$ cat config.mk
export PLATFORM = sky130hd
export DESIGN_NAME = periodic_down_timer_compare_top
export DESIGN_NICKNAME = d
export VERILOG_FILES = /design/src/design/pdtc_pkg.sv /design/src/design/pdtc_core.sv /design/src/design/periodic_down_timer_compare_top.sv
export SDC_FILE = /design/constraint.sdc
export NUM_CORES = 1
export LEC_CHECK = 0
export BUFFER_PORTS_ARGS = -buffer_cell sky130_fd_sc_hd__buf_2
export CAP_MARGIN = 0
export CELL_PAD_IN_SITES_DETAIL_PLACEMENT = 1
export CELL_PAD_IN_SITES_GLOBAL_PLACEMENT = 2
export CORE_MARGIN = 3
export CORE_UTILIZATION = 39
export CTS_BUF_LIST = sky130_fd_sc_hd__clkbuf_4 sky130_fd_sc_hd__clkbuf_8
export CTS_CLUSTER_DIAMETER = 80
export DETAILED_ROUTE_END_ITERATION = 10
export GPL_TIMING_DRIVEN = 0
export MAX_ROUTING_LAYER = met4
export PLACE_DENSITY = 0.86
export SLEW_MARGIN = 20
export SYNTH_ARGS = -nofsm -noshare
export SYNTH_HDL_FRONTEND = slang
export SYNTH_SLANG_ARGS = --single-unit
export TNS_END_PERCENT = 20
$ cat constraint.sdc
create_clock -name aclk -period 4 [get_ports aclk]
set_input_delay 0.8 -clock aclk [delete_from_list [all_inputs] [get_ports aclk]]
set_output_delay 0.8 -clock aclk [all_outputs]
set_load 0.01 [all_outputs]
$ cat src/design/pdtc_pkg.sv
// ----------------------------------------------------------------------------
// pdtc_pkg: shared types and constants
// Beat types, command codes, register indexes and control bit positions
// for the periodic down timer with compare.
// ----------------------------------------------------------------------------
package pdtc_pkg;

    localparam int DATA_W          = 32;
    localparam int IDX_W           = 3;
    localparam int CTRL_W          = 26;
    localparam int PRESC_W         = 12;
    localparam int COUNT_WIDTH_DEF = 32;

    typedef enum logic [1:0] {
        CMD_TICK  = 2'd0,
        CMD_READ  = 2'd1,
        CMD_WRITE = 2'd2,
        CMD_NOP   = 2'd3
    } cmd_t;

    localparam logic [IDX_W-1:0] REG_CONTROL = 3'd0;
    localparam logic [IDX_W-1:0] REG_STATUS  = 3'd1;
    localparam logic [IDX_W-1:0] REG_LOAD    = 3'd2;
    localparam logic [IDX_W-1:0] REG_COMPARE = 3'd3;
    localparam logic [IDX_W-1:0] REG_COUNT   = 3'd4;

    localparam int BIT_EN      = 0;
    localparam int BIT_ENMOD   = 1;
    localparam int BIT_OCIEN   = 2;
    localparam int BIT_RLD     = 3;
    localparam int PRESC_LSB   = 4;
    localparam int BIT_SWR     = 16;
    localparam int BIT_IOVW    = 17;
    localparam int CLKSRC_LSB  = 24;

    // soft reset keeps en, enmod, dbgen, waiten, dozen, stopen
    localparam logic [CTRL_W-1:0] SOFT_KEEP = 26'h03c0003;

    typedef struct packed {
        cmd_t              command;
        logic [IDX_W-1:0]  reg_index;
        logic [DATA_W-1:0] write_data;
    } in_beat_t;

    typedef struct packed {
        logic [DATA_W-1:0] read_data;
        logic              irq_level;
        logic              compare_hit;
    } out_beat_t;

endpackage

$ cat src/design/pdtc_core.sv
// ----------------------------------------------------------------------------
// pdtc_core: timer state and register file
// Holds control, flag, load, compare, count and prescaler state and works
// out one beat's register update and result in a single pass.
// ----------------------------------------------------------------------------
module pdtc_core #(
    parameter int COUNT_WIDTH = pdtc_pkg::COUNT_WIDTH_DEF
) (
    input  logic                aclk,
    input  logic                aresetn,
    input  logic                item_go,
    input  pdtc_pkg::in_beat_t  item,
    output pdtc_pkg::out_beat_t result
);

    logic [pdtc_pkg::CTRL_W-1:0]  ctrl_reg,  ctrl_next;
    logic                         flag_reg,  flag_next;
    logic [COUNT_WIDTH-1:0]       load_reg,  load_next;
    logic [COUNT_WIDTH-1:0]       cmp_reg,   cmp_next;
    logic [COUNT_WIDTH-1:0]       cnt_reg,   cnt_next;
    logic [pdtc_pkg::PRESC_W-1:0] presc_reg, presc_next;

    logic [pdtc_pkg::CTRL_W-1:0]  wr_ctrl;
    logic [pdtc_pkg::PRESC_W-1:0] presc_lim;
    logic [COUNT_WIDTH-1:0]       dec_val;
    logic [pdtc_pkg::DATA_W-1:0]  rd_val;
    logic                         hit;

    assign wr_ctrl   = item.write_data[pdtc_pkg::CTRL_W-1:0];
    assign presc_lim = ctrl_reg[pdtc_pkg::PRESC_LSB +: pdtc_pkg::PRESC_W];

    always_comb begin
        ctrl_next  = ctrl_reg;
        flag_next  = flag_reg;
        load_next  = load_reg;
        cmp_next   = cmp_reg;
        cnt_next   = cnt_reg;
        presc_next = presc_reg;
        rd_val     = '0;
        hit        = 1'b0;
        dec_val    = '0;
        case (item.command)
            pdtc_pkg::CMD_TICK: begin
                if (ctrl_reg[pdtc_pkg::BIT_EN] &&
                    (ctrl_reg[pdtc_pkg::CLKSRC_LSB +: 2] != 2'd0)) begin
                    if (presc_reg < presc_lim) begin
                        presc_next = presc_reg + 1'b1;
                    end else begin
                        presc_next = '0;
                        if (cnt_reg == '0) begin
                            dec_val = ctrl_reg[pdtc_pkg::BIT_RLD] ? load_reg : '1;
                        end else begin
                            dec_val = cnt_reg - 1'b1;
                        end
                        cnt_next = dec_val;
                        if (dec_val == cmp_reg) begin
                            flag_next = 1'b1;
                            hit       = 1'b1;
                        end
                    end
                end
            end
            pdtc_pkg::CMD_READ: begin
                unique case (item.reg_index)
                    pdtc_pkg::REG_CONTROL: rd_val = pdtc_pkg::DATA_W'(ctrl_reg);
                    pdtc_pkg::REG_STATUS:  rd_val = pdtc_pkg::DATA_W'(flag_reg);
                    pdtc_pkg::REG_LOAD:    rd_val = pdtc_pkg::DATA_W'(load_reg);
                    pdtc_pkg::REG_COMPARE: rd_val = pdtc_pkg::DATA_W'(cmp_reg);
                    pdtc_pkg::REG_COUNT:   rd_val = pdtc_pkg::DATA_W'(cnt_reg);
                    default:               rd_val = '0;
                endcase
            end
            pdtc_pkg::CMD_WRITE: begin
                unique case (item.reg_index)
                    pdtc_pkg::REG_CONTROL: begin
                        if (wr_ctrl[pdtc_pkg::BIT_SWR]) begin
                            ctrl_next  = wr_ctrl & pdtc_pkg::SOFT_KEEP;
                            flag_next  = 1'b0;
                            load_next  = '1;
                            cmp_next   = '0;
                            cnt_next   = '1;
                            presc_next = '0;
                        end else begin
                            ctrl_next = wr_ctrl;
                            // enable-mode load on a rising en
                            if (wr_ctrl[pdtc_pkg::BIT_EN] && !ctrl_reg[pdtc_pkg::BIT_EN] &&
                                wr_ctrl[pdtc_pkg::BIT_ENMOD]) begin
                                cnt_next   = wr_ctrl[pdtc_pkg::BIT_RLD] ? load_reg : '1;
                                presc_next = '0;
                            end
                        end
                    end
                    pdtc_pkg::REG_STATUS: begin
                        if (item.write_data[0]) begin
                            flag_next = 1'b0;
                        end
                    end
                    pdtc_pkg::REG_LOAD: begin
                        load_next = item.write_data[COUNT_WIDTH-1:0];
                        if (ctrl_reg[pdtc_pkg::BIT_IOVW]) begin
                            cnt_next = item.write_data[COUNT_WIDTH-1:0];
                        end
                    end
                    pdtc_pkg::REG_COMPARE: begin
                        cmp_next = item.write_data[COUNT_WIDTH-1:0];
                    end
                    default: begin
                    end
                endcase
            end
            default: begin
            end
        endcase
    end

    always_comb begin
        result.read_data   = rd_val;
        result.irq_level   = flag_next && ctrl_next[pdtc_pkg::BIT_OCIEN] &&
                             ctrl_next[pdtc_pkg::BIT_EN];
        result.compare_hit = hit;
    end

    always_ff @(posedge aclk) begin
        if (!aresetn) begin
            ctrl_reg  <= '0;
            flag_reg  <= 1'b0;
            load_reg  <= '1;
            cmp_reg   <= '0;
            cnt_reg   <= '1;
            presc_reg <= '0;
        end else if (item_go) begin
            ctrl_reg  <= ctrl_next;
            flag_reg  <= flag_next;
            load_reg  <= load_next;
            cmp_reg   <= cmp_next;
            cnt_reg   <= cnt_next;
            presc_reg <= presc_next;
        end
    end

endmodule

$ cat src/design/periodic_down_timer_compare_top.sv
// ----------------------------------------------------------------------------
// periodic_down_timer_compare_top: periodic down timer with compare
// Input register, single-pass timer core and result register.
// ----------------------------------------------------------------------------
// Usage:
//   s_* channel: one beat per tick, register read, register write or no-op
//   (command, reg_index, write_data), valid/ready handshake.
//   m_* channel: exactly one result beat per input beat, in order
//   (read_data, irq_level, compare_hit), valid/ready handshake.
//   A beat is registered in the input register, then in the result register.
//   Throughput is one beat per cycle while the receiver takes results, set
//   by the single-pass core update between the two registers.
//   On reset the timer registers take their reset values (load and count
//   all ones, everything else zero) and both pipeline registers empty.
//   When the receiver stalls, the result register holds its beat, the
//   input register still takes one more beat, then s_ready drops until
//   the result drains; timer state advances only when a beat moves on.
// ----------------------------------------------------------------------------
module periodic_down_timer_compare_top #(
    parameter int COUNT_WIDTH = pdtc_pkg::COUNT_WIDTH_DEF
) (
    input  logic                aclk,
    input  logic                aresetn,
    input  logic                s_valid,
    output logic                s_ready,
    input  pdtc_pkg::in_beat_t  s_data,
    output logic                m_valid,
    input  logic                m_ready,
    output pdtc_pkg::out_beat_t m_data
);

    logic                in_vld_reg;
    pdtc_pkg::in_beat_t  in_data_reg;
    logic                out_vld_reg;
    pdtc_pkg::out_beat_t out_data_reg;
    pdtc_pkg::out_beat_t core_result;
    logic                advance;

    assign advance = in_vld_reg && (!out_vld_reg || m_ready);
    assign s_ready = !in_vld_reg || advance;
    assign m_valid = out_vld_reg;
    assign m_data  = out_data_reg;

    pdtc_core #(
        .COUNT_WIDTH(COUNT_WIDTH)
    ) u_core (
        .aclk   (aclk),
        .aresetn(aresetn),
        .item_go(advance),
        .item   (in_data_reg),
        .result (core_result)
    );

    always_ff @(posedge aclk) begin
        if (!aresetn) begin
            in_vld_reg  <= 1'b0;
            out_vld_reg <= 1'b0;
        end else begin
            if (s_ready) begin
                in_vld_reg <= s_valid;
            end
            if (advance) begin
                out_vld_reg <= 1'b1;
            end else if (m_ready) begin
                out_vld_reg <= 1'b0;
            end
        end
    end

    always_ff @(posedge aclk) begin
        if (s_ready && s_valid) begin
            in_data_reg <= s_data;
        end
        if (advance) begin
            out_data_reg <= core_result;
        end
    end

endmodule

==> flow_results.xml <==
<?xml version="1.0" encoding="UTF-8"?>
<metrics>
  <group name="yosys">
    <metric name="synth_xor_xnor_area_share" unit="">0.0343</metric>
    <metric name="synthCells" unit="">1140</metric>
    <metric name="synth-seq-area-share" unit="">0.464</metric>
    <metric name="post_synth_instance_area" unit="um^2">10500</metric>
    <metric name="synth.net_count" unit="">1194</metric>
    <metric name="yosys.area_share.simple" unit="">0.191</metric>
    <metric name="share_of_synthesized_area_spent_on_multiplexers" unit="">0.0182</metric>
    <metric name="synth_edf_count" unit="">71</metric>
    <metric name="share_of_the_synthesized_area_in_compound_gates_ao_oa_aoi_oai" unit="">0.230</metric>
    <metric name="dominant_combinational_cell_family_by_area_after_synthesis" unit="">compound AO/OA/AOI/OAI gates</metric>
    <metric name="post_synth_adder_cell_area" unit="">0.0156</metric>
    <metric name="synthesis.yosys.warnings" unit="">0</metric>
    <metric name="synthesis.area_per_instance" unit="um^2">9.17</metric>
    <metric name="synth_cell_type_count" unit="">70</metric>
    <metric name="predominant_post_synthesis_flop_cell" unit="">dfxtp_1</metric>
    <metric name="synth_seq_cells" unit="">207</metric>
    <metric name="synthArstFlopShare" unit="">0</metric>
  </group>
  <group name="critical_path">
    <metric name="number_of_stages_on_the_worst_setup_path" unit="">11</metric>
    <metric name="worstReg2RegStart" unit="">u_core.cnt_reg[18]$_SDFFE_PN1P_</metric>
    <metric name="end_kind" unit="">register</metric>
    <metric name="rr_endpoint" unit="">m_data[1]$_DFFE_PP_</metric>
    <metric name="reg2regPathDepth" unit="">11</metric>
    <metric name="cp_max_fo" unit="">10</metric>
    <metric name="reg2reg_setup_slack" unit="ns">-0.03</metric>
    <metric name="timing.critical_path.from_type" unit="">register</metric>
    <metric name="critPathLaunch" unit="">u_core.cnt_reg[18]$_SDFFE_PN1P_</metric>
    <metric name="setup.worst_path.class" unit="">register to register</metric>
    <metric name="critical_path.cell_chain" unit="">buf_6 -&gt; or4_4 -&gt; or4_1 -&gt; or4_4 -&gt; buf_6 -&gt; a21oi_1 -&gt; xnor2_1 -&gt; nand3_1 -&gt; nor4_4 -&gt; nand4_1 -&gt; a21oi_1</metric>
    <metric name="critical_path.n_buffers_inverters" unit="">2</metric>
    <metric name="worst-endpoint-arrival" unit="ns">4.36</metric>
    <metric name="worstSetupEndpoint" unit="">m_data[1]$_DFFE_PP_</metric>
    <metric name="crit_family" unit="">simple AND/OR/NAND/NOR gates</metric>
    <metric name="max_stage_delay" unit="ns">0.63</metric>
    <metric name="critical_path.slowest_cell" unit="">or4_4</metric>
    <metric name="worst-endpoint-required" unit="ns">4.33</metric>
  </group>
  <group name="final_layout">
    <metric name="finalCoreUtilization" unit="">0.468</metric>
    <metric name="final_layout_size_suffix_gt1_frac" unit="">0.148</metric>
    <metric name="layout.cell_area.non_filler" unit="um^2">12300</metric>
    <metric name="nNetsFinal" unit="">1321</metric>
    <metric name="area_growth" unit="%">17.2</metric>
    <metric name="antenna_cells" unit="">0</metric>
    <metric name="largest_register_ffs" unit="">37</metric>
  </group>
  <group name="floorplan">
    <metric name="die_y" unit="um">170</metric>
    <metric name="die_w" unit="um">170</metric>
    <metric name="design.portCount" unit="">77</metric>
    <metric name="start_util" unit="">0.399</metric>
    <metric name="placement_rows" unit="">59</metric>
    <metric name="floorplan.die_area" unit="um^2">28800</metric>
    <metric name="coreArea" unit="um^2">26200</metric>
  </group>
  <group name="timing">
    <metric name="final.hold.worst_slack" unit="ns">0.431</metric>
    <metric name="finalSetupViolCount" unit="">1</metric>
    <metric name="clock.fmax" unit="GHz">0.248</metric>
    <metric name="grt_setup_unrepaired" unit="">true</metric>
    <metric name="clock_skew" unit="ns">0.0170</metric>
    <metric name="pin_slew_with_the_least_headroom_to_its_limit" unit="ns">1.07</metric>
    <metric name="timing.slew.headroom" unit="">0.281</metric>
    <metric name="final_slew_viol_count" unit="">0</metric>
    <metric name="final_critical_path_setup_slack" unit="ns">-0.0295</metric>
    <metric name="period_share" unit="">1.01</metric>
    <metric name="final.min_clock_period" unit="ns">4.03</metric>
    <metric name="final_hold_viol_count" unit="">0</metric>
  </group>
  <group name="cts">
    <metric name="clkLatencyLatePin" unit="ns">0.55</metric>
    <metric name="cts_hold_buffers" unit="">0</metric>
    <metric name="clock_path_buffers" unit="">3</metric>
    <metric name="clock_sinks" unit="">207</metric>
    <metric name="cts_tree" unit="">yes</metric>
    <metric name="tritoncts.num_buffers" unit="">38</metric>
    <metric name="clockRootBuffer" unit="">clkbuf_8</metric>
    <metric name="clock_tree.htree_level_count" unit="">2</metric>
    <metric name="cts_clock_pin_slew_for_the_worst_setup_and_hold_paths" unit="ns">0.06</metric>
  </group>
  <group name="run">
    <metric name="timing.max_cap.violations" unit="">0</metric>
  </group>
  <group name="pwr">
    <metric name="seq_power_share" unit="">0.488</metric>
    <metric name="power.net_switching" unit="uW">1220</metric>
    <metric name="cellInternalPower" unit="uW">3480</metric>
    <metric name="p_total" unit="uW">4700</metric>
    <metric name="vdd_ir_drop_max" unit="mV">0.243</metric>
    <metric name="power.leakage" unit="uW">0.00427</metric>
    <metric name="clock_power_share" unit="">0.438</metric>
    <metric name="powerDensity" unit="nW/um^2">383</metric>
    <metric name="netSwitchingFraction" unit="">0.261</metric>
    <metric name="power_frac_comb" unit="">0.075</metric>
  </group>
  <group name="worst_hold_path">
    <metric name="worstHoldPathType" unit="">primary input to register</metric>
  </group>
  <group name="place">
    <metric name="gp_congestion" unit="">0.976</metric>
    <metric name="placement.setup.worst_slack" unit="ns">-1.28</metric>
    <metric name="place.detailed.hpwl" unit="mm">31.7</metric>
    <metric name="number_of_buffer_cells_added_on_primary_ports" unit="">75</metric>
    <metric name="detailed_place.area" unit="um^2">11300</metric>
  </group>
  <group name="routing">
    <metric name="firstDrtPassIters" unit="">6</metric>
    <metric name="routed_via_density" unit="">6.23</metric>
    <metric name="final_wl" unit="mm">44.0</metric>
    <metric name="routed_wire_length_per_instance" unit="um">27.0</metric>
    <metric name="routed_vias" unit="">10200</metric>
    <metric name="drt_drc_violations_left" unit="">0</metric>
    <metric name="initial_drc_count" unit="">1196</metric>
    <metric name="antenna_left" unit="">0</metric>
  </group>
  <group name="status">
    <metric name="outcome" unit="">complete, but fails checks</metric>
    <metric name="failed_checks" unit="">negative setup slack</metric>
  </group>
  <group name="grt">
    <metric name="grt_remaining_overflow" unit="">0</metric>
    <metric name="grt_start_max_net_pins" unit="">27</metric>
    <metric name="number_of_antenna_violations_at_the_first_check_in_global_routing" unit="">0</metric>
    <metric name="globalRouteTotalUtil" unit="">0.311</metric>
    <metric name="grt_pass1_wl" unit="mm">65.4</metric>
    <metric name="first_global_vias" unit="">9989</metric>
  </group>
</metrics>
-- power by group through the flow --
stage	clock network [uW]	registers, uW	logic [uW]
5_1_grt	2190	2300	373
6_report	2060	2290	350
3_5_place_dp	0	2330	340
2_1_floorplan	0	2320	177
4_1_cts	2090	2290	343
3_3_place_gp	0	2330	328
-- cells by family (layout without fill, tap and decap cells) --
group | count (synthesis) | in the layout
simple gates | 386 | 386
compound gates | 358 | 358
flops | 207 | 207
buf+inv | 116 | 273
xor+xnor | 41 | 41
mux | 19 | 19
fa+ha+maj | 13 | 13
-- how the worst min path moves through the flow --
stage | start | to | slack, ns | cells after the start
after global routing | s_data[5] | in_data_reg[5]$_DFFE_PP_ | 0.41 | 1
after detailed placement | u_core.ctrl_reg[21]$_SDFFE_PN0P_ | u_core.ctrl_reg[21]$_SDFFE_PN0P_ | 0.46 | 2
after floorplan | u_core.ctrl_reg[22]$_SDFFE_PN0P_ | u_core.ctrl_reg[22]$_SDFFE_PN0P_ | 0.44 | 2
after CTS | s_data[13] | in_data_reg[13]$_DFFE_PP_ | 0.41 | 1
after global placement | u_core.ctrl_reg[22]$_SDFFE_PN0P_ | u_core.ctrl_reg[22]$_SDFFE_PN0P_ | 0.45 | 2
final | s_data[29] | in_data_reg[29]$_DFFE_PP_ | 0.43 | 1
-- routing by layer --
metal	GRT usage	vias up	routed length, um
met2	0.470	486	19600
met4	0.0878	0	1110
li1	-	4491	-
met1	0.433	5108	19800
met3	0.0491	76	3500
met5	-	-	0
-- cell usage after synthesis (9+ instances only) --
cell type / number / area share
nor3_1: 22 / 0.011
nor2b_1: 40 / 0.024
edfxtp_1: 71 / 0.20
o221ai_1: 21 / 0.018
o21ai_0: 47 / 0.022
clkbuf_1: 73 / 0.026
nand2_1: 129 / 0.046
dfxtp_1: 136 / 0.26
ha_1: 13 / 0.016
xnor2_1: 29 / 0.024
nand2b_1: 10 / 0.0060
nand4_1: 9 / 0.0054
nand3_1: 11 / 0.0053
xor2_1: 12 / 0.010
o22ai_1: 40 / 0.024
a21oi_1: 70 / 0.034
nand3b_1: 33 / 0.024
inv_1: 29 / 0.010
a22oi_1: 82 / 0.059
nor4_1: 14 / 0.0084
mux2i_1: 19 / 0.018
a21boi_0: 34 / 0.024
o211ai_1: 17 / 0.012
and3_1: 9 / 0.0054
nor2_1: 71 / 0.025
-- final cells by class --
cell class,count,area [um^2]
Clock inverter,13,61.3
Inverter,30,113
Buffer,86,380
Tap cell,335,419
Fill cell,3094,14000
Sequential cell,207,4860
Multi-Input combinational cell,817,5230
Clock buffer,57,703
Timing Repair Buffer,87,498
-- cells in the final DEF, fill, tap and decap left out, types with 34 or more instances in the layout --
cell      instances
edfxtp_1         71
a21oi_1          70
o21ai_0          47
a21boi_0         34
nor2b_1          40
a22oi_1          82
nor2_1           71
buf_2            76
o22ai_1          40
clkbuf_1         71
dfxtp_1         135
nand2_1         129
clkbuf_8         45
-- metrics by stage --
| stage | TNS [ns] | instances |
|---|---|---|
| final | -0.0295 | 1632 |
| after global routing | -0.0852 | 1632 |
| after CTS | 0 | 1630 |
| after detailed placement | -7.56 | 1552 |
| after global placement | -32.14 | 1550 |
| after floorplan | 0 | 1140 |
-- timing repair --
action                     in CTS  in global routing
setup endpoints to repair      17                  3
gates resized for setup        15                  5
pin swaps                       3                  1
setup buffers                   8                  2
No activity file was read; power rests on OpenSTA's default activity.
